[src/rtl/core/assert_macros.svh]
// Assertion macros used by the RTL file that carries checks.
`ifndef ASSERT_MACROS_SVH
`define ASSERT_MACROS_SVH

// Implication check, sampled on the rising clock edge and off during reset.
`define DFSCD_ASSERT(lbl, prop, msg) \
  lbl: assert property (@(posedge clk) disable iff (!rst_n) prop) else $error(msg);

// Condition that must never be seen on a clock edge outside reset.
`define DFSCD_NEVER(lbl, cond, msg) \
  lbl: assert property (@(posedge clk) disable iff (!rst_n) !(cond)) else $error(msg);

`endif

[src/rtl/core/dfscd_pkg.sv]
package dfscd_pkg;

  // Sizes of the graph store.
  localparam int MAX_VERTICES = 64;
  localparam int MAX_EDGES    = 256;
  localparam int VTX_W        = $clog2(MAX_VERTICES);
  localparam int EDGE_W       = $clog2(MAX_EDGES);
  localparam int LINK_W       = EDGE_W + 1;
  localparam int DEPTH_W      = VTX_W + 1;
  localparam int VCNT_W       = 7;
  localparam int CNT_W        = 9;
  localparam int CMD_W        = 2;
  localparam int FIELD_W      = 6;

  localparam logic [LINK_W-1:0]  NULL_LINK = LINK_W'(MAX_EDGES);
  localparam logic [CNT_W-1:0]   CNT_MAX   = '1;
  localparam logic [VCNT_W-1:0]  VCNT_MAX  = VCNT_W'(MAX_VERTICES);
  localparam logic [DEPTH_W-1:0] DEPTH_MAX = DEPTH_W'(MAX_VERTICES);

  // Request command codes.
  localparam logic [CMD_W-1:0] CMD_ADD   = 2'd0;
  localparam logic [CMD_W-1:0] CMD_RUN   = 2'd1;
  localparam logic [CMD_W-1:0] CMD_CLEAR = 2'd2;

  // Vertex colors.
  localparam logic [1:0] COLOR_WHITE = 2'd0;
  localparam logic [1:0] COLOR_GRAY  = 2'd1;
  localparam logic [1:0] COLOR_BLACK = 2'd2;

  // Register word index of the configuration port.
  localparam logic REG_VCOUNT = 1'b0;

  typedef struct packed {
    logic [VTX_W-1:0]  vertex;
    logic [LINK_W-1:0] edge_idx;
  } frame_t;

  typedef struct packed {
    logic              cycle_found;
    logic [CNT_W-1:0]  edges_examined;
    logic              load_error;
  } result_t;

  typedef struct packed {
    logic              dest_we;
    logic [EDGE_W-1:0] dest_waddr;
    logic [VTX_W-1:0]  dest_wdata;
    logic              next_we;
    logic [EDGE_W-1:0] next_waddr;
    logic [LINK_W-1:0] next_wdata;
    logic [EDGE_W-1:0] edge_raddr;
    logic              first_we;
    logic              first_clr;
    logic [VTX_W-1:0]  first_waddr;
    logic [EDGE_W-1:0] first_wdata;
    logic [VTX_W-1:0]  first_raddr;
    logic              last_we;
    logic [VTX_W-1:0]  last_waddr;
    logic [EDGE_W-1:0] last_wdata;
  } graph_req_t;

  typedef struct packed {
    logic [VTX_W-1:0]  dest;
    logic [LINK_W-1:0] next;
    logic [LINK_W-1:0] first;
    logic [EDGE_W-1:0] last;
    logic              head_valid;
  } graph_rsp_t;

  typedef struct packed {
    logic             color_we;
    logic             color_clr;
    logic [VTX_W-1:0] color_waddr;
    logic [1:0]       color_wdata;
    logic [VTX_W-1:0] color_raddr;
    logic             stack_we;
    logic [VTX_W-1:0] stack_waddr;
    frame_t           stack_wdata;
    logic [VTX_W-1:0] stack_raddr;
  } visit_req_t;

  typedef struct packed {
    logic [1:0] color;
    frame_t     frame;
  } visit_rsp_t;

endpackage

[src/rtl/core/dfscd_visit_mem.sv]
module dfscd_visit_mem
  import dfscd_pkg::*;
(
  input  logic       clk,
  input  logic       rst_n,
  input  visit_req_t req,
  output visit_rsp_t rsp
);

  logic [1:0]              color_mem [MAX_VERTICES];
  frame_t                  stack_mem [MAX_VERTICES];
  logic [MAX_VERTICES-1:0] color_vld_r;
  logic [1:0]              color_rd_r;
  logic                    color_hit_r;
  frame_t                  stack_rd_r;

  // Color memory and search stack.
  always_ff @(posedge clk) begin
    if (req.color_we) begin
      color_mem[req.color_waddr] <= req.color_wdata;
    end
    if (req.stack_we) begin
      stack_mem[req.stack_waddr] <= req.stack_wdata;
    end
    color_rd_r  <= color_mem[req.color_raddr];
    color_hit_r <= color_vld_r[req.color_raddr];
    stack_rd_r  <= stack_mem[req.stack_raddr];
  end

  // Every vertex turns white at the start of a search.
  always_ff @(posedge clk) begin
    if (!rst_n) begin
      color_vld_r <= '0;
    end else if (req.color_clr) begin
      color_vld_r <= '0;
    end else if (req.color_we) begin
      color_vld_r[req.color_waddr] <= 1'b1;
    end
  end

  assign rsp.color = color_hit_r ? color_rd_r : COLOR_WHITE;
  assign rsp.frame = stack_rd_r;

endmodule

[config.mk]
export PLATFORM = sky130hd
export DESIGN_NAME = dfscd_visit_mem
export DESIGN_NICKNAME = d
export VERILOG_FILES = /design/src/rtl/core/assert_macros.svh /design/src/rtl/core/dfscd_pkg.sv /design/src/rtl/core/dfscd_visit_mem.sv
export SDC_FILE = /design/constraint.sdc
export NUM_CORES = 1
export LEC_CHECK = 0
export ABC_AREA = 0
export ABC_CLOCK_PERIOD_IN_PS = 3000
export BUFFER_PORTS_ARGS = -buffer_cell sky130_fd_sc_hd__buf_4
export CAP_MARGIN = 0
export CORE_ASPECT_RATIO = 1.75
export CORE_MARGIN = 2
export CORE_UTILIZATION = 48
export CTS_BUF_LIST = sky130_fd_sc_hd__clkbuf_4
export DETAILED_ROUTE_END_ITERATION = 12
export PLACE_DENSITY = 0.69
export RECOVER_POWER = 50
export SETUP_SLACK_MARGIN = 0.4
export SYNTH_ARGS = -nofsm -noshare
export SYNTH_HDL_FRONTEND = slang
export SYNTH_SLANG_ARGS = --single-unit
[constraint.sdc]
create_clock -name clk -period 3 [get_ports clk]
set_input_delay 0.15 -clock clk [delete_from_list [all_inputs] [get_ports clk]]
set_output_delay 0.15 -clock clk [all_outputs]
set_load 0.02 [all_outputs]
Yosys cells after proc, flatten, opt, wreduce, memory -nomap -nowiden
Memories as Yosys holds them, arrays and structs flattened. A register that Yosys moved wholly into a read port is not among the register bits.
Index checks and enable logic that the tools add are counted.
{"block": "totals", "reg_bits": 65, "ram_bits": 1088, "out_inout_bits": 17, "n_memories": 2}
{"block": "classes", "magnitude_cmp": 3, "muxes": 9, "bitwise_logic": 2, "n_reduce_logical": 2}
{"memory": "stack_mem", "depth": 64, "word_bits": 15, "rd": 1, "rd_clocked_by_memory_dff": 1, "wr": 1, "line_no": "dfscd_visit_mem.sv:11", "text": "frame_t stack_mem [MAX_VERTICES];"}
{"memory": "color_mem", "depth": 64, "word_bits": 2, "rd": 1, "rd_clocked_by_memory_dff": 1, "wr": 1, "line_no": "dfscd_visit_mem.sv:10", "text": "logic [1:0] color_mem [MAX_VERTICES];"}
{"op": "64-bit OR", "count": 1}
{"op": "6-bit by 7-bit < comparator with 1-bit output (second input constant)", "count": 2}
{"op": "1-bit binary-select mux with 6-bit select", "count": 1}
{"op": "1-bit demux with 6-bit select", "count": 1}
{"op": "6-bit by 1-bit greater-or-equal comparator with 1-bit output (second input constant)", "count": 1}
{"op": "1-bit 2-to-1 mux", "count": 6}
{"op": "2-bit 2-to-1 mux", "count": 1}
{"op": "2-bit OR reduction", "count": 1}
{"op": "1-bit logical AND", "count": 1}
{"op": "1-bit inverter", "count": 1}

Longest topological paths before layout
Gate-level depths: netlist of run 1.
{"block": "depth", "word_depth": 5, "ltp_mapped": 10}

Worst setup path before layout of run 1
No wires, ideal clock.
{"block": "synth_timing", "path_kind": "input -> register", "startpoint": "input req[24] (netlist bit)", "endpoint": "memory stack_mem[16][0] (netlist bit) (enable)", "t_arrival_ps": 1927, "required_ps": 2594, "setup_slack_ps": 667, "cell_stages": 4, "n_path_buf": 1, "path_cell_list": "clkbuf_1 > nand2b_1 > or3_1 > nor3_1"}
{"element": "from (decl)", "line_no": "dfscd_visit_mem.sv:6", "text": "input visit_req_t req,"}
{"element": "to (decl)", "line_no": "dfscd_visit_mem.sv:11"}
No word-level cell before the write port.

Worst setup path in the final report of run 1
{"block": "layout_timing", "startpoint": "input req[10] (netlist bit)", "endpoint": "memory stack_mem[22][4] (netlist bit) (data pin)"}
No word-level cell before the write port.

==> qor.csv, run 1 <==
metric,value,unit
ys_ff_latch,1170,
io_pins,63,
area_growth,14.2,%
grt_max_degree,67,
critPathKind,in -> reg,
path_cells,dlygate4sd3_1 -> clkbuf_1,
p_per_area,625,nW/um2
die_x,235,um
path_max_fanout,64,
num_rows,148,
cts_buffer_depth,4,
yosysTopAreaCell,edfxtp_1,
detail-route-antenna-nets,0,
dieArea,96100,um2
period_share,0.883,
async_flop_share,0,
synth-edff-count,1088,
slowest_delay,2310,ps
drc,0,
utilization,0.552,
grt_pass1_wl,162,mm
gp_congestion,0.835,
netlist_area,44900,um2
synth_area_per_cell,20.3,um2
synth_area_leaders,"edfxtp_1 73%, mux4_2 13%, dfxtp_1 3.7%, mux2i_1 1.8%, nor2_1 1.2%",
synthesis.nets,2255,
fillCellCount,7078,
grt-ovfl-total,0,
cp_data_arrival_time,3110,ps
layout_common_cells,"1088 x edfxtp_1, 394 x clkbuf_4, 259 x mux4_2, 152 x buf_4, 142 x nor2_1",
worstMarginPinSlew,3340,ps
routed_wl,111,mm
end_kind,register,
cts_sinks,1170,
wl_per_cell,27.6,um
vdd_drop_max,370,uV
p_leak,16.7,nW
hold_viol,0,
insertion_delay,1170,ps
violations,"max-capacitance violations, max-slew violations",
dpl.hpwl,69.0,mm
dr.first_iter.drc_count,1842,
vias_per_cell,5.92,
io_buffers,62,
cts_root_buf,clkbuf_4,
worstSetupStartpointType,primary input,
grt_pass1_vias,25700,
rsz0062_at_grt,false,
layout-drive-gt1-share,0.309,
mostFrequentLayoutCell,edfxtp_1,
yosys_warnings,0,
clk_pin_slew,70,ps
cap_viol_max_count,15,
status,finished with violations,
max_freq,0.377,GHz
core-area,93000,um2
crit_family,buffers and inverters,
ys_seq_area_frac,0.764,
synthesis.instances,2209,
htreeDepth,5,
track_usage,0.233,
dr.pass1.iters,5,
hold_path_class,in -> reg,
nNetsFinal,2674,
ys.flop_type,edfxtp_1,
cp.required,3460,ps
antenna_found_initial,5,
period_needed,2650,ps
drv_slew,975,
relSlewSlack,-1.23,
skew,87.4,ps
critPathSlowestCell,clkbuf_1,
tns,0,ps
yosysUniqueCellTypes,44,
cts_tree,yes,
critPathBufInv,2,
numCtsBuffers,275,
die_h,409,um
post-cts-setup-buffers,0,
setup_viol,0,
yosysTopAreaCellShare,0.727,
dr_total_vias,23800,
initial_core_util,0.483,
[layer usage]
| metal | wire (um) | share of wire | GRT usage |
|---|---|---|---|
| met5 | 0 | 0 | 0 |
| met4 | 6430 | 0.058 | 0.138 |
| met3 | 6310 | 0.057 | 0.0465 |
| met2 | 61200 | 0.55 | 0.432 |
| met1 | 36800 | 0.33 | 0.243 |
[metrics by stage]
| stage | cell area (um2) | hold slack, ps | worst slack (ps) | std cells | total power, W |
|---|---|---|---|---|---|
| global placement | 47300 | 398 | 290 | 3475 | 0.0201 |
| floorplan | 44900 | 249 | 667 | 2209 | 0.0193 |
| global route | 51300 | 113 | 230 | 4013 | 0.0333 |
| detailed placement | 47300 | 412 | 268 | 3475 | 0.0201 |
| finish | 51300 | 184 | 350 | 4014 | 0.0320 |
| CTS | 51300 | 6.65 | 541 | 4004 | 0.0323 |
[registers in the layout, summed over array words and instances, names as in the netlist]
name,flops
color_mem,128
color_hit_r,1
color_vld_r,64
color_rd_r,2
stack_mem,960
rsp,15
[cells in the mapped netlist, types with 12 or more instances]
master    number
edfxtp_1    1088
nand2_1       70
buf_2         45
o211ai_1      14
o22ai_1       16
buf_4         13
o21a_1        64
mux2_2        20
mux2i_1       82
buf_1         13
a21oi_1       15
nor2_1       142
nand4_1       13
a22oi_1       46
mux4_2       259
a31oi_1       26
nand3_1       46
nor2b_1       22
o21ai_0       12
dfxtp_1       82
clkbuf_1      41
[repair_timing]
action,in CTS,in global routing
endpoints found under the setup margin,0,1
hold buffers,76,0
hold endpoints to repair,2258,0
resized for setup,0,1
[cell type report]
type | count | area (um2) | share of cell area
sequential | 1170 | 34300 | 0.669
multi-input combinational | 917 | 10000 | 0.195
clock buffer | 394 | 2960 | 0.0577
timing repair buffer | 262 | 2180 | 0.0426
tap | 1200 | 1500 | 0.0293
clock inverter | 59 | 285 | 0.00556
antenna | 10 | 25.0 | 0.000488
inverter | 2 | 7.51 | 0.000146
[power by group]
part / switching, W / internal (W) / leakage [nW]
clock network: 0.00599 / 0.00619 / 1.98
logic: 0.00112 / 0.000692 / 4.27
registers: 0.0000645 / 0.0180 / 10.5
total: 0.00717 / 0.0249 / 16.7
[worst register-to-register path, cell delays in order (launching register included)]
cell and delay [ps]:
edfxtp_1 370, mux4_2 470, nand2_1 100, nand4_1 110, dlygate4sd3_1 580, nand3_1 80, dlygate4sd3_1 550, o21ai_0 80
[cells by family after synthesis]
kind of cell,after synthesis,synth area share
DFF,1170,0.764
AOI/OAI and AO/OA,221,0.0349
buffers and inverters,122,0.0139
and+or+nand+nor,335,0.0340
muxes,361,0.153
[final timing paths]
| check | cells after the start | from | slack [ps] | endpoint |
|---|---|---|---|---|
| worst max-delay path | 2 | req[10] | 350 | stack_mem[22][4] |
| worst min-delay path | 6 | req[30] | 180 | color_rd_r[1] |
| worst max register to register | 7 | color_mem[28][1] | 550 | color_rd_r[1] |
| worst min register to register | 1 | color_vld_r[60] | 460 | color_vld_r[60] |
No activity file was read; power rests on OpenSTA's default activity.
==> inputs of run 2 (changes only) <==
--- a/config.mk
+++ b/config.mk
@@ -12,7 +12,7 @@
 export CORE_ASPECT_RATIO = 1.75
 export CORE_MARGIN = 2
 export CORE_UTILIZATION = 48
-export CTS_BUF_LIST = sky130_fd_sc_hd__clkbuf_4
+export CTS_BUF_LIST = sky130_fd_sc_hd__clkbuf_8
 export DETAILED_ROUTE_END_ITERATION = 12
 export PLACE_DENSITY = 0.69
 export RECOVER_POWER = 50
==> qor.csv, run 2 (synthesis results as in run 1) <==
metric,value,unit,change
period_needed,2610,ps,-44.6 ps
hold_viol,0,,unchanged
finalPower,0.0319,W,-0.51%
antenna_found_initial,4,,-1
cp_data_arrival_time,2800,ps,-310 ps
die_h,409,um,unchanged
path_max_fanout,64,,unchanged
io_buffers,62,,unchanged
drc,0,,unchanged
crit_family,buffers and inverters,,
status,finished with violations,,
grt_pass1_vias,24300,,-5.2%
grt_util_met2,0.425,,-0.00675
area_growth,13.1,%,
dr.pass1.iters,6,,+1
htreeDepth,4,,-1
drv_slew,344,,-65%
relSlewSlack,-0.962,,+0.267
grt_use_met1,0.247,,+0.00381
skew,34.8,ps,-52.6 ps
dpl.hpwl,69.0,mm,unchanged
layout-drive-gt1-share,0.261,,-0.0478
detail-route-antenna-nets,0,,unchanged
critPathSlowestCell,clkbuf_1,,
grtUsageMet3,0.0395,,-0.00702
tns,0,ps,unchanged
mostFrequentLayoutCell,edfxtp_1,,
nNetsFinal,2519,,-5.8%
dr_total_vias,22900,,-3.5%
end_kind,register,,
grt_pass1_wl,159,mm,-2.2%
period_share,0.868,,-0.0149
grt-ovfl-total,0,,unchanged
gp_congestion,0.835,,unchanged
layout_common_cells,"1088 x edfxtp_1, 259 x mux4_2, 180 x clkbuf_8, 152 x buf_4, 142 x nor2_1",,
cap_viol_max_count,5,,-10
wl_per_cell,28.5,um,+3.4%
p_leak,16.4,nW,-1.8%
cts_root_buf,clkbuf_8,,
die_x,235,um,unchanged
fillCellCount,7041,,-0.52%
track_usage,0.228,,-0.00487
path_cells,dlygate4sd3_1 -> clkbuf_1,,
seqPwrFrac,0.566,,+0.003
dieArea,96100,um2,unchanged
slowest_delay,2060,ps,-250 ps
post-route-cell-area,50800,um2,-0.95%
core-area,93000,um2,unchanged
vdd_drop_max,459,uV,+24%
insertion_delay,850,ps,-320 ps
cts_buffer_depth,3,,-1
netSwitchingFraction,0.220,,-0.00340
timing.hold.ws,82.2,ps,-101 ps
place_area,47300,um2,unchanged
pwr-share-comb,0.055,,about the same
worstSetupStartpointType,primary input,,
dr.first_iter.drc_count,2204,,+20%
hold_path_class,in -> reg,,
numCtsBuffers,161,,-41%
grt_max_degree,67,,unchanged
routed_wl,108,mm,-2.0%
cts_tree,yes,,
cts_sinks,1170,,unchanged
switchingPower,0.00703,W,-2.0%
violations,"max-capacitance violations, max-slew violations",,
rsz0062_at_grt,false,,
pwr-share-clk,0.379,,about the same
critPathKind,in -> reg,,
regMostFlops,stack_mem,,
max_freq,0.384,GHz,+1.7%
top_regs,"stack_mem: 960 flops, color_mem: 128 flops, color_vld_r: 64 flops",,
critPathBufInv,2,,unchanged
io_pins,63,,unchanged
largest_reg_flops,960,,unchanged
vias_per_cell,6.03,,+1.8%
cp.required,3190,ps,-270 ps
initial_core_util,0.483,,unchanged
setup_viol,0,,unchanged
p_per_area,627,nW/um2,+0.45%
busiest_layer,met2,,
worstMarginPinSlew,2940,ps,-400 ps
clk_pin_slew,70,ps,about the same
num_rows,148,,unchanged
internal-power,0.0248,W,about the same
utilization,0.546,,-0.00522
==> run 2: cell types whose count changed in the layout (fill, tap and decap cells not counted), moves of 3 or more <==
| cell | previous run | this run |
|---|---|---|
| bufinv_16 | 2 | 8 |
| clkbuf_1 | 22 | 10 |
| clkbuf_2 | 2 | 14 |
| clkbuf_4 | 394 | 0 |
| clkbuf_8 | 0 | 180 |
| clkinv_1 | 40 | 26 |
| clkinv_2 | 9 | 19 |
| clkinvlp_4 | 0 | 3 |
| dlygate4sd3_1 | 76 | 35 |
| inv_1 | 1 | 48 |
| inv_2 | 9 | 0 |
==> run 2: per-stage QoR <==
step / instances / worst slack [ps]
after floorplan: 2209 / 667
after detailed placement: 3475 / 268
after global placement: 3475 / 290
final: 3805 / 395
after CTS: 3797 / 458
after global routing: 3802 / 252
==> run 2: tightest hold or removal path: stages <==
cell	delay, ps
buf_4	240
nand3_1	140
nand4_1	150
and4_1	190
==> run 2: final cells by class <==
cell class,count,area [um2],share of cell area
Clock inverter,107,692,0.0136
Antenna cell,8,20.0,0.000394
Inverter,2,7.51,0.000148
Multi-Input combinational cell,917,10000,0.197
Clock buffer,180,2480,0.0488
Sequential cell,1170,34300,0.676
Tap cell,1200,1500,0.0296
Timing Repair Buffer,221,1780,0.0351
==> run 2: final timing paths <==
check / from / cells past startpoint / slack, ps / to
worst max-delay path: req[6] / 2 / 390 / stack_mem[1][0]
worst min-delay path: req[3] / 4 / 80 / rsp[14]
worst min register to register: color_vld_r[30] / 1 / 460 / color_vld_r[30]
worst max register to register: color_vld_r[56] / 8 / 520 / color_hit_r
==> run 2: routing by layer <==
| metal | routed length (um) | up-vias |
|---|---|---|
| met2 | 60200 | 1010 |
| li1 | - | 9663 |
| met5 | 0 | - |
| met4 | 5490 | 0 |
| met1 | 36500 | 12000 |
| met3 | 6240 | 243 |
==> run 2: power groups by stage <==
stage                     clock network [W]  logic, W  registers [W]
after floorplan                           0  0.000914         0.0184
after global placement                    0   0.00171         0.0184
after detailed placement                  0   0.00174         0.0184
after CTS                            0.0123   0.00179         0.0180
after global routing                 0.0130   0.00185         0.0180
final                                0.0121   0.00176         0.0180
==> run 2: timing repair <==
item / CTS / global route
endpoints found under the hold margin: 1301 / 0
resized for setup: 0 / 2
hold buffers: 35 / 0
setup endpoints to repair: 0 / 1
buffers inserted: 0 / 0
