File: src/rtl/core/assert_macros.svh
// Assertion macros used by the RTL file that carries checks.
`ifndef ASSERT_MACROS_SVH
`define ASSERT_MACROS_SVH

// Implication check, sampled on the rising clock edge and off during reset.
`define DFSCD_ASSERT(lbl, prop, msg) \
  lbl: assert property (@(posedge clk) disable iff (!rst_n) prop) else $error(msg);

// Condition that must never be seen on a clock edge outside reset.
`define DFSCD_NEVER(lbl, cond, msg) \
  lbl: assert property (@(posedge clk) disable iff (!rst_n) !(cond)) else $error(msg);

`endif

File: src/rtl/core/dfscd_pkg.sv
package dfscd_pkg;

  // Sizes of the graph store.
  localparam int MAX_VERTICES = 64;
  localparam int MAX_EDGES    = 256;
  localparam int VTX_W        = $clog2(MAX_VERTICES);
  localparam int EDGE_W       = $clog2(MAX_EDGES);
  localparam int LINK_W       = EDGE_W + 1;
  localparam int DEPTH_W      = VTX_W + 1;
  localparam int VCNT_W       = 7;
  localparam int CNT_W        = 9;
  localparam int CMD_W        = 2;
  localparam int FIELD_W      = 6;

  localparam logic [LINK_W-1:0]  NULL_LINK = LINK_W'(MAX_EDGES);
  localparam logic [CNT_W-1:0]   CNT_MAX   = '1;
  localparam logic [VCNT_W-1:0]  VCNT_MAX  = VCNT_W'(MAX_VERTICES);
  localparam logic [DEPTH_W-1:0] DEPTH_MAX = DEPTH_W'(MAX_VERTICES);

  // Request command codes.
  localparam logic [CMD_W-1:0] CMD_ADD   = 2'd0;
  localparam logic [CMD_W-1:0] CMD_RUN   = 2'd1;
  localparam logic [CMD_W-1:0] CMD_CLEAR = 2'd2;

  // Vertex colors.
  localparam logic [1:0] COLOR_WHITE = 2'd0;
  localparam logic [1:0] COLOR_GRAY  = 2'd1;
  localparam logic [1:0] COLOR_BLACK = 2'd2;

  // Register word index of the configuration port.
  localparam logic REG_VCOUNT = 1'b0;

  typedef struct packed {
    logic [VTX_W-1:0]  vertex;
    logic [LINK_W-1:0] edge_idx;
  } frame_t;

  typedef struct packed {
    logic              cycle_found;
    logic [CNT_W-1:0]  edges_examined;
    logic              load_error;
  } result_t;

  typedef struct packed {
    logic              dest_we;
    logic [EDGE_W-1:0] dest_waddr;
    logic [VTX_W-1:0]  dest_wdata;
    logic              next_we;
    logic [EDGE_W-1:0] next_waddr;
    logic [LINK_W-1:0] next_wdata;
    logic [EDGE_W-1:0] edge_raddr;
    logic              first_we;
    logic              first_clr;
    logic [VTX_W-1:0]  first_waddr;
    logic [EDGE_W-1:0] first_wdata;
    logic [VTX_W-1:0]  first_raddr;
    logic              last_we;
    logic [VTX_W-1:0]  last_waddr;
    logic [EDGE_W-1:0] last_wdata;
  } graph_req_t;

  typedef struct packed {
    logic [VTX_W-1:0]  dest;
    logic [LINK_W-1:0] next;
    logic [LINK_W-1:0] first;
    logic [EDGE_W-1:0] last;
    logic              head_valid;
  } graph_rsp_t;

  typedef struct packed {
    logic             color_we;
    logic             color_clr;
    logic [VTX_W-1:0] color_waddr;
    logic [1:0]       color_wdata;
    logic [VTX_W-1:0] color_raddr;
    logic             stack_we;
    logic [VTX_W-1:0] stack_waddr;
    frame_t           stack_wdata;
    logic [VTX_W-1:0] stack_raddr;
  } visit_req_t;

  typedef struct packed {
    logic [1:0] color;
    frame_t     frame;
  } visit_rsp_t;

endpackage

File: src/rtl/core/dfscd_ctrl.sv
module dfscd_ctrl
  import dfscd_pkg::*;
(
  input  logic               clk,
  input  logic               rst_n,
  input  logic               in_valid,
  output logic               in_ready,
  input  logic [CMD_W-1:0]   in_command,
  input  logic [FIELD_W-1:0] in_source,
  input  logic [FIELD_W-1:0] in_target,
  input  logic [VCNT_W-1:0]  vertex_count,
  input  logic               out_busy,
  output logic               res_load,
  output result_t            res,
  output graph_req_t         greq,
  input  graph_rsp_t         grsp,
  output visit_req_t         vreq,
  input  visit_rsp_t         vrsp
);

  typedef enum logic [8:0] {
    S_IDLE      = 9'b000000001,
    S_ADD_LINK  = 9'b000000010,
    S_START_RD  = 9'b000000100,
    S_START_CHK = 9'b000001000,
    S_EDGE      = 9'b000010000,
    S_POP       = 9'b000100000,
    S_EDGE_RD   = 9'b001000000,
    S_TGT       = 9'b010000000,
    S_DONE      = 9'b100000000
  } state_t;

  state_t             state_r, state_nxt;
  logic [DEPTH_W-1:0] start_r, start_nxt;
  logic [DEPTH_W-1:0] depth_r, depth_nxt;
  logic [VTX_W-1:0]   top_v_r, top_v_nxt;
  logic [LINK_W-1:0]  top_e_r, top_e_nxt;
  logic [VTX_W-1:0]   tgt_r, tgt_nxt;
  logic [CNT_W-1:0]   cnt_r, cnt_nxt;
  logic [LINK_W-1:0]  loaded_r, loaded_nxt;
  logic               dropped_r, dropped_nxt;
  logic [EDGE_W-1:0]  link_e_r, link_e_nxt;
  logic               found_r, found_nxt;

  logic [VCNT_W-1:0]  n_act;
  logic               accept;
  logic [DEPTH_W-1:0] depth_dec;
  logic [DEPTH_W-1:0] depth_dec2;

  assign n_act      = (vertex_count > VCNT_MAX) ? VCNT_MAX : vertex_count;
  assign in_ready   = (state_r == S_IDLE);
  assign accept     = in_valid && in_ready;
  assign depth_dec  = depth_r - DEPTH_W'(1);
  assign depth_dec2 = depth_r - DEPTH_W'(2);

  assign res.cycle_found    = found_r;
  assign res.edges_examined = cnt_r;
  assign res.load_error     = dropped_r;

  // Sequencer for edge loading and the depth-first search.
  always_comb begin
    state_nxt   = state_r;
    start_nxt   = start_r;
    depth_nxt   = depth_r;
    top_v_nxt   = top_v_r;
    top_e_nxt   = top_e_r;
    tgt_nxt     = tgt_r;
    cnt_nxt     = cnt_r;
    loaded_nxt  = loaded_r;
    dropped_nxt = dropped_r;
    link_e_nxt  = link_e_r;
    found_nxt   = found_r;
    res_load    = 1'b0;
    greq        = '0;
    vreq        = '0;
    greq.first_raddr = VTX_W'(in_source);

    unique case (state_r)
      S_IDLE: begin
        if (accept) begin
          unique case (in_command)
            CMD_ADD: begin
              if (loaded_r >= LINK_W'(MAX_EDGES) || VCNT_W'(in_source) >= n_act ||
                  VCNT_W'(in_target) >= n_act) begin
                dropped_nxt = 1'b1;
              end else begin
                greq.dest_we    = 1'b1;
                greq.dest_waddr = loaded_r[EDGE_W-1:0];
                greq.dest_wdata = VTX_W'(in_target);
                greq.next_we    = 1'b1;
                greq.next_waddr = loaded_r[EDGE_W-1:0];
                greq.next_wdata = NULL_LINK;
                greq.last_we    = 1'b1;
                greq.last_waddr = VTX_W'(in_source);
                greq.last_wdata = loaded_r[EDGE_W-1:0];
                loaded_nxt      = loaded_r + LINK_W'(1);
                if (grsp.head_valid) begin
                  // The old tail comes out of memory next cycle.
                  link_e_nxt = loaded_r[EDGE_W-1:0];
                  state_nxt  = S_ADD_LINK;
                end else begin
                  greq.first_we    = 1'b1;
                  greq.first_waddr = VTX_W'(in_source);
                  greq.first_wdata = loaded_r[EDGE_W-1:0];
                end
              end
            end
            CMD_RUN: begin
              vreq.color_clr = 1'b1;
              cnt_nxt        = '0;
              start_nxt      = '0;
              depth_nxt      = '0;
              state_nxt      = S_START_RD;
            end
            CMD_CLEAR: begin
              greq.first_clr = 1'b1;
              loaded_nxt     = '0;
              dropped_nxt    = 1'b0;
            end
            default: begin
            end
          endcase
        end
      end
      S_ADD_LINK: begin
        greq.next_we    = 1'b1;
        greq.next_waddr = grsp.last;
        greq.next_wdata = {1'b0, link_e_r};
        state_nxt       = S_IDLE;
      end
      S_START_RD: begin
        if (VCNT_W'(start_r) >= n_act) begin
          found_nxt = 1'b0;
          state_nxt = S_DONE;
        end else begin
          vreq.color_raddr = start_r[VTX_W-1:0];
          greq.first_raddr = start_r[VTX_W-1:0];
          state_nxt        = S_START_CHK;
        end
      end
      S_START_CHK: begin
        if (vrsp.color != COLOR_WHITE) begin
          start_nxt = start_r + DEPTH_W'(1);
          state_nxt = S_START_RD;
        end else begin
          vreq.color_we    = 1'b1;
          vreq.color_waddr = start_r[VTX_W-1:0];
          vreq.color_wdata = COLOR_GRAY;
          top_v_nxt        = start_r[VTX_W-1:0];
          top_e_nxt        = grsp.first;
          depth_nxt        = DEPTH_W'(1);
          state_nxt        = S_EDGE;
        end
      end
      S_EDGE: begin
        if (top_e_r >= loaded_r) begin
          // Out-edges exhausted: the vertex is finished.
          vreq.color_we    = 1'b1;
          vreq.color_waddr = top_v_r;
          vreq.color_wdata = COLOR_BLACK;
          depth_nxt        = depth_dec;
          if (depth_r == DEPTH_W'(1)) begin
            start_nxt = start_r + DEPTH_W'(1);
            state_nxt = S_START_RD;
          end else begin
            vreq.stack_raddr = depth_dec2[VTX_W-1:0];
            state_nxt        = S_POP;
          end
        end else begin
          greq.edge_raddr = top_e_r[EDGE_W-1:0];
          if (cnt_r != CNT_MAX) begin
            cnt_nxt = cnt_r + CNT_W'(1);
          end
          state_nxt = S_EDGE_RD;
        end
      end
      S_POP: begin
        top_v_nxt = vrsp.frame.vertex;
        top_e_nxt = vrsp.frame.edge_idx;
        state_nxt = S_EDGE;
      end
      S_EDGE_RD: begin
        top_e_nxt = grsp.next;
        tgt_nxt   = grsp.dest;
        if (VCNT_W'(grsp.dest) >= n_act) begin
          state_nxt = S_EDGE;
        end else begin
          vreq.color_raddr = grsp.dest;
          greq.first_raddr = grsp.dest;
          state_nxt        = S_TGT;
        end
      end
      S_TGT: begin
        state_nxt = S_EDGE;
        if (vrsp.color == COLOR_GRAY) begin
          // Back edge to a vertex on the current path.
          found_nxt = 1'b1;
          state_nxt = S_DONE;
        end else if (vrsp.color == COLOR_WHITE && depth_r < DEPTH_MAX) begin
          vreq.color_we             = 1'b1;
          vreq.color_waddr          = tgt_r;
          vreq.color_wdata          = COLOR_GRAY;
          vreq.stack_we             = 1'b1;
          vreq.stack_waddr          = depth_dec[VTX_W-1:0];
          vreq.stack_wdata.vertex   = top_v_r;
          vreq.stack_wdata.edge_idx = top_e_r;
          top_v_nxt                 = tgt_r;
          top_e_nxt                 = grsp.first;
          depth_nxt                 = depth_r + DEPTH_W'(1);
        end
      end
      S_DONE: begin
        if (!out_busy) begin
          res_load  = 1'b1;
          state_nxt = S_IDLE;
        end
      end
      default: begin
        state_nxt = S_IDLE;
      end
    endcase
  end

  // Control registers.
  always_ff @(posedge clk) begin
    if (!rst_n) begin
      state_r   <= S_IDLE;
      loaded_r  <= '0;
      dropped_r <= 1'b0;
      cnt_r     <= '0;
      found_r   <= 1'b0;
    end else begin
      state_r   <= state_nxt;
      loaded_r  <= loaded_nxt;
      dropped_r <= dropped_nxt;
      cnt_r     <= cnt_nxt;
      found_r   <= found_nxt;
    end
  end

  // Search working registers.
  always_ff @(posedge clk) begin
    start_r  <= start_nxt;
    depth_r  <= depth_nxt;
    top_v_r  <= top_v_nxt;
    top_e_r  <= top_e_nxt;
    tgt_r    <= tgt_nxt;
    link_e_r <= link_e_nxt;
  end

endmodule

File: config.mk
export PLATFORM = sky130hd
export DESIGN_NAME = dfscd_ctrl
export DESIGN_NICKNAME = d
export VERILOG_FILES = /design/src/rtl/core/assert_macros.svh /design/src/rtl/core/dfscd_pkg.sv /design/src/rtl/core/dfscd_ctrl.sv
export SDC_FILE = /design/constraint.sdc
export NUM_CORES = 1
export LEC_CHECK = 0
export BUFFER_PORTS_ARGS = -buffer_cell sky130_fd_sc_hd__buf_2
export CAP_MARGIN = 20
export CORE_AREA = 2 2 131 82
export DETAILED_ROUTE_END_ITERATION = 8
export DIE_AREA = 0 0 133 84
export PLACE_DENSITY_LB_ADDON = 0.1
export SYNTH_ARGS = -nofsm -noshare
export SYNTH_HDL_FRONTEND = slang
export SYNTH_SLANG_ARGS = --single-unit
File: constraint.sdc
create_clock -name clk -period 9.8 [get_ports clk]
set_input_delay 0.49 -clock clk [delete_from_list [all_inputs] [get_ports clk]]
set_output_delay 0.49 -clock clk [all_outputs]
set_load 0.05 [all_outputs]
Word level (Yosys, flattened, before mapping):

Cells that the tools add are included.

* add/sub/neg operators: 6
* multiply operators: 0
* div/mod/pow operators: 0
* $lt $le $gt $ge: 8
* eq/ne operators: 32
* shifts and indexed selects: 0
* multiplexer cells: 91
* bitwise gates (word level): 1
* reductions and logical operators: 24

Operator list (number)
* $mux W9: 15
* $mux W33: 3
* $mux W15: 5
* $pmux W9 S8: 1
* $mux W7: 10
* $mux W22: 3
* $mux W6: 11
* $mux W8: 7
* $pmux W9 S2: 3
* $mux W14: 3
* $pmux W18 S2: 1
* $pmux W9 S4: 1
* $mux W16: 2
* $pmux W7 S4: 1
* $ne A2 B2 Y1 const B: 13
* $pmux W6 S2: 2
* $pmux W8 S3: 1
* $ge A6 B7 Y1: 3
* $pmux W7 S3: 1
* $add A9 B1 Y9 const B: 2
* $pmux W6 S3: 1
* $mux W1: 16
* $reduce_and A4 Y1: 4
* $reduce_and A5 Y1: 3
* 37 further kinds: 50

* flip-flop bits (word level): 72
* bits in latches: 0
* bits in writable memories: 0
* bits in read-only memories: 0
* bits of input ports: 75
* output and inout bits: 135
* memories kept: 0

Logic depth before layout (Yosys ltp):

* depth in word-level cells: 9
* depth in mapped cells: 10

Least setup slack after synthesis:

Ideal clock, no wire load.

* path kind: in2out
* start: input port vertex_count[6]
* end: output port greq[54] (netlist bit)
* data arrival time: 3.678 ns
* data required time: 9.310 ns
* setup slack: 5.632 ns
* cell stages on the path: 10
* buffers on the path: 1
* path through: clkinv_1 nand2_1 ha_1 a211oi_1 o211ai_1 a41oi_1 o21ai_0 clkbuf_1 nor3_1 a21o_1

RTL lines
* from (decl): line dfscd_ctrl.sv:11 `input logic [VCNT_W-1:0] vertex_count,`
* to (decl): line dfscd_ctrl.sv:15 `output graph_req_t greq,`

Worst setup path after layout:

* start: register state_r[8]
* end: register depth_r[6], enable pin

* word-level cells in the longest chain between the ends: 4
* elaborated cells between the ends (all ways): 13
* those cells by class: eq/ne (10); reduce/logical (3)

RTL lines
* from (decl): line dfscd_ctrl.sv:33 `state_t state_r, state_nxt;`
* from (signal assigned): line dfscd_ctrl.sv:233 `state_r <= state_nxt;`
* $eq A9 B1 Y1: line dfscd_ctrl.sv:51, dfscd_ctrl.sv:78
* $logic_and A1 B1 Y1: line dfscd_ctrl.sv:52 `assign accept = in_valid && in_ready;`
* $ne A2 B1 Y1 (no line)
* $reduce_and A7 Y1 (no line) *
* to (signal assigned): line dfscd_ctrl.sv:244 `depth_r <= depth_nxt;`
* to (decl): line dfscd_ctrl.sv:35 `logic [DEPTH_W-1:0] depth_r, depth_nxt;`

Mark *: on every way between the ends. The rest lies on a longest branch, timed or not.
A chain may end at the register's enable or synchronous reset.

==> impl_metrics.tcl <==
set metrics [dict create \
    synth_edf_count 43 \
    rows 29 \
    area_delta_synth_final_pct 26.1 \
    cts_resized 0 \
    drt_iter0_markers 611 \
    place_area_um2 6360 \
    hold_viol 0 \
    drt-pass1-iter-count 5 \
    post_synth_num_cell_types 63 \
    syn_area_per_cell_um2 8.52 \
    die_y_um 84 \
    wire_per_inst_um 18.5 \
    clk_pin_slew_ps 60 \
    initial_core_util_pct 52.1 \
    clock_sinks 72 \
    crit_arrival_ps 4340 \
    ioPinCount 210 \
    port_buffers 209 \
    drt_wl_total_um 17600 \
    drive_above_1_share_pct 29.6 \
    fill_cells 854 \
    ys_seq_area_share_pct 35.5 \
    ir_drop_v 0.0000828 \
    drv_cap 0 \
    clock_latency_ps 330 \
    critPathMaxFanout 17 \
    endpoint_kind "flip-flop" \
    hold_ws_ps 378 \
    min_from "grsp[32]" \
    min_to "tgt_r[5]" \
    fin_crit_ps 4390 \
    rsz0062_at_grt "no" \
    startpoint_type "flip-flop" \
    slew_violations 0 \
    yosys_warnings 0 \
    vias_per_cell 5.95 \
    p_per_area_nw_per_um2 117 \
    vias 5661 \
    reg2reg_depth 8 \
    grt_overflow 0 \
    synth-async-reset-ratio_pct 0 \
    fin_area_um2 6650 \
    critPathKind "flip-flop to flip-flop" \
    ff2ff_setup_slack_ps 5410 \
    final_common_cell "buf_2" \
    critPathRequiredTime_ps 9750 \
    dp.cells 934 \
    tightest_slew_ps 1090 \
    crit_chain "or3_1 > or4_1 > nor4b_2 > buf_4 > nand3b_1 > inv_1 > nor2_1 > a221oi_1" \
    route.detailed.drc 0 \
    die_w_um 133 \
    ys.flop_type "edfxtp_1" \
    cts_buffers 9 \
    post-dp-hpwl_um 13900 \
    fin_nets 927 \
    hold_path.class "primary input to flip-flop" \
    postRouteAntennaNets 0 \
    cts_max_level 3 \
    cts_buffer_depth 2 \
    timing.rr.end "depth_r[6]" \
    antenna_cells 0 \
    postCtsSetupBuffers 0 \
    whs_path_depth 1 \
    die-area_um2 11200 \
    antenna_found_initial 0 \
    layout.cells.non_filler 951 \
    track_usage_pct 31.7 \
    setup_viol 0 \
    relSlewSlack_pct 27.1 \
    grt_pass1_wl_um 27700 \
    grt_pass1_vias 5285 \
    fp.coreArea_um2 10100 \
    cts_root_buf "clkbuf_16" \
    synth_seq_cells 72 \
    synth_cells 619 \
    max_freq_mhz 228 \
    mostFrequentLayoutCells "buf_2, nor2_1, nand2_1" \
    finalPower_uw 777 \
    status "finished, final reports clean" \
    cp_slowest_cell "a221oi_1" \
    setup_tns_ps 0 \
    cts_tree "done" \
    cts_hold_buf 0 \
    grt_max_degree 21 \
    clock_skew_ps 4.86 \
    critPathMaxStageDelay_ps 940 \
    final.period_utilization_pct 44.8 \
    gp_congestion 0.933 \
    p_leak_nw 3.34 \
    netlist_area_um2 5280 \
    r2r_start "state_r[8]" \
    synth_fp_nets 739 \
]
-- synthesized netlist by cell type, types with 2 or more instances --
library cell,count,area [um^2]
a211oi_1,4,30.0
a21o_1,20,150
a21oi_1,25,125
a221oi_1,2,17.5
a22o_1,6,52.6
a22oi_1,20,150
a31oi_1,4,25.0
and2_1,29,181
and3_1,23,144
and4_1,4,35.0
buf_2,2,10.0
buf_4,12,90.1
clkbuf_1,23,86.3
dfxtp_1,29,581
edfxtp_1,43,1290
ha_1,45,563
inv_1,38,143
nand2_1,58,218
nand2b_1,8,50.1
nand3_1,13,65.1
nand3b_1,2,15.0
nand4_1,11,68.8
nor2_1,67,251
nor2b_1,4,25.0
nor3_1,20,100
nor3b_1,2,15.0
nor4_1,2,12.5
nor4b_1,2,17.5
o2111a_1,3,33.8
o211ai_1,5,37.5
o21ai_0,28,140
o22ai_1,3,18.8
or2_2,2,12.5
or3_1,11,68.8
or4_1,3,22.5
or4_4,2,22.5
xnor2_1,11,96.3
xor2_1,8,70.1
-- worst max-delay path, delay by kind of cell (launching register included) --
kind                   cells  cell delay (ps)
and+or+nand+nor            5             1870
AOI/OAI and AO/OA          1              940
buffers and inverters      2              820
DFF                        1              350
-- worst max-delay path by stage --
stage                    start         end  slack [ps]  cells after the start
6_report            state_r[8]  depth_r[6]        5410                      8
5_1_grt             state_r[8]  depth_r[2]        5100                      8
4_1_cts             state_r[8]  depth_r[5]        5450                      8
3_5_place_dp        state_r[8]  depth_r[5]        5460                      8
3_3_place_gp        state_r[8]  depth_r[0]        5720                      8
2_1_floorplan  vertex_count[6]    greq[54]        5630                     10
-- report_power, final --
part	switching (mW)	total (mW)	internal [mW]
Sequential	0.0111	0.338	0.327
Combinational	0.0756	0.117	0.0418
Clock	0.121	0.322	0.201
-- metrics by stage --
step	util [%]	worst slack (ps)
global placement	62.8	5720
detailed placement	62.8	5460
finish	65.7	5410
floorplan	-	5630
CTS	65.6	5450
global route	65.7	5100
-- per-layer routing --
layer	routed length [um]	global-route usage (%)	part of all wire (%)
met5	0	0	0
met3	1660	8.01	9.4
met4	314	8.80	1.8
met1	7930	45.1	45
met2	7740	47.8	44
-- kinds of logic (layout without fill, tap and decap cells) --
family,count (synthesis),after routing,synth area share (%)
AOI/OAI and AO/OA,138,138,18.2
and+or+nand+nor,268,268,26.2
adders and majority gates,45,45,10.7
buffers and inverters,77,270,6.38
xor gates and xnor gates,19,19,3.15
DFF,72,72,35.5
-- sequential cells by signal, summed over array words and instances (netlist names) --
signal,count
start_r,7
depth_r,7
found_r,1
link_e_r,8
cnt_r,9
top_v_r,6
dropped_r,1
top_e_r,9
state_r,9
tgt_r,6
loaded_r,9
-- cell type report --
cell class                 count  area, um^2  share of cell area [%]
clock buffer                  11         243                    3.65
clock inverter                 5        46.3                   0.696
inverter                      39         146                    2.20
multi-input combinational    470        3080                    46.3
sequential                    72        1870                    28.1
tap                          139         174                    2.61
timing repair buffer         215        1090                    16.4
No activity file was read; power rests on OpenSTA's default activity.
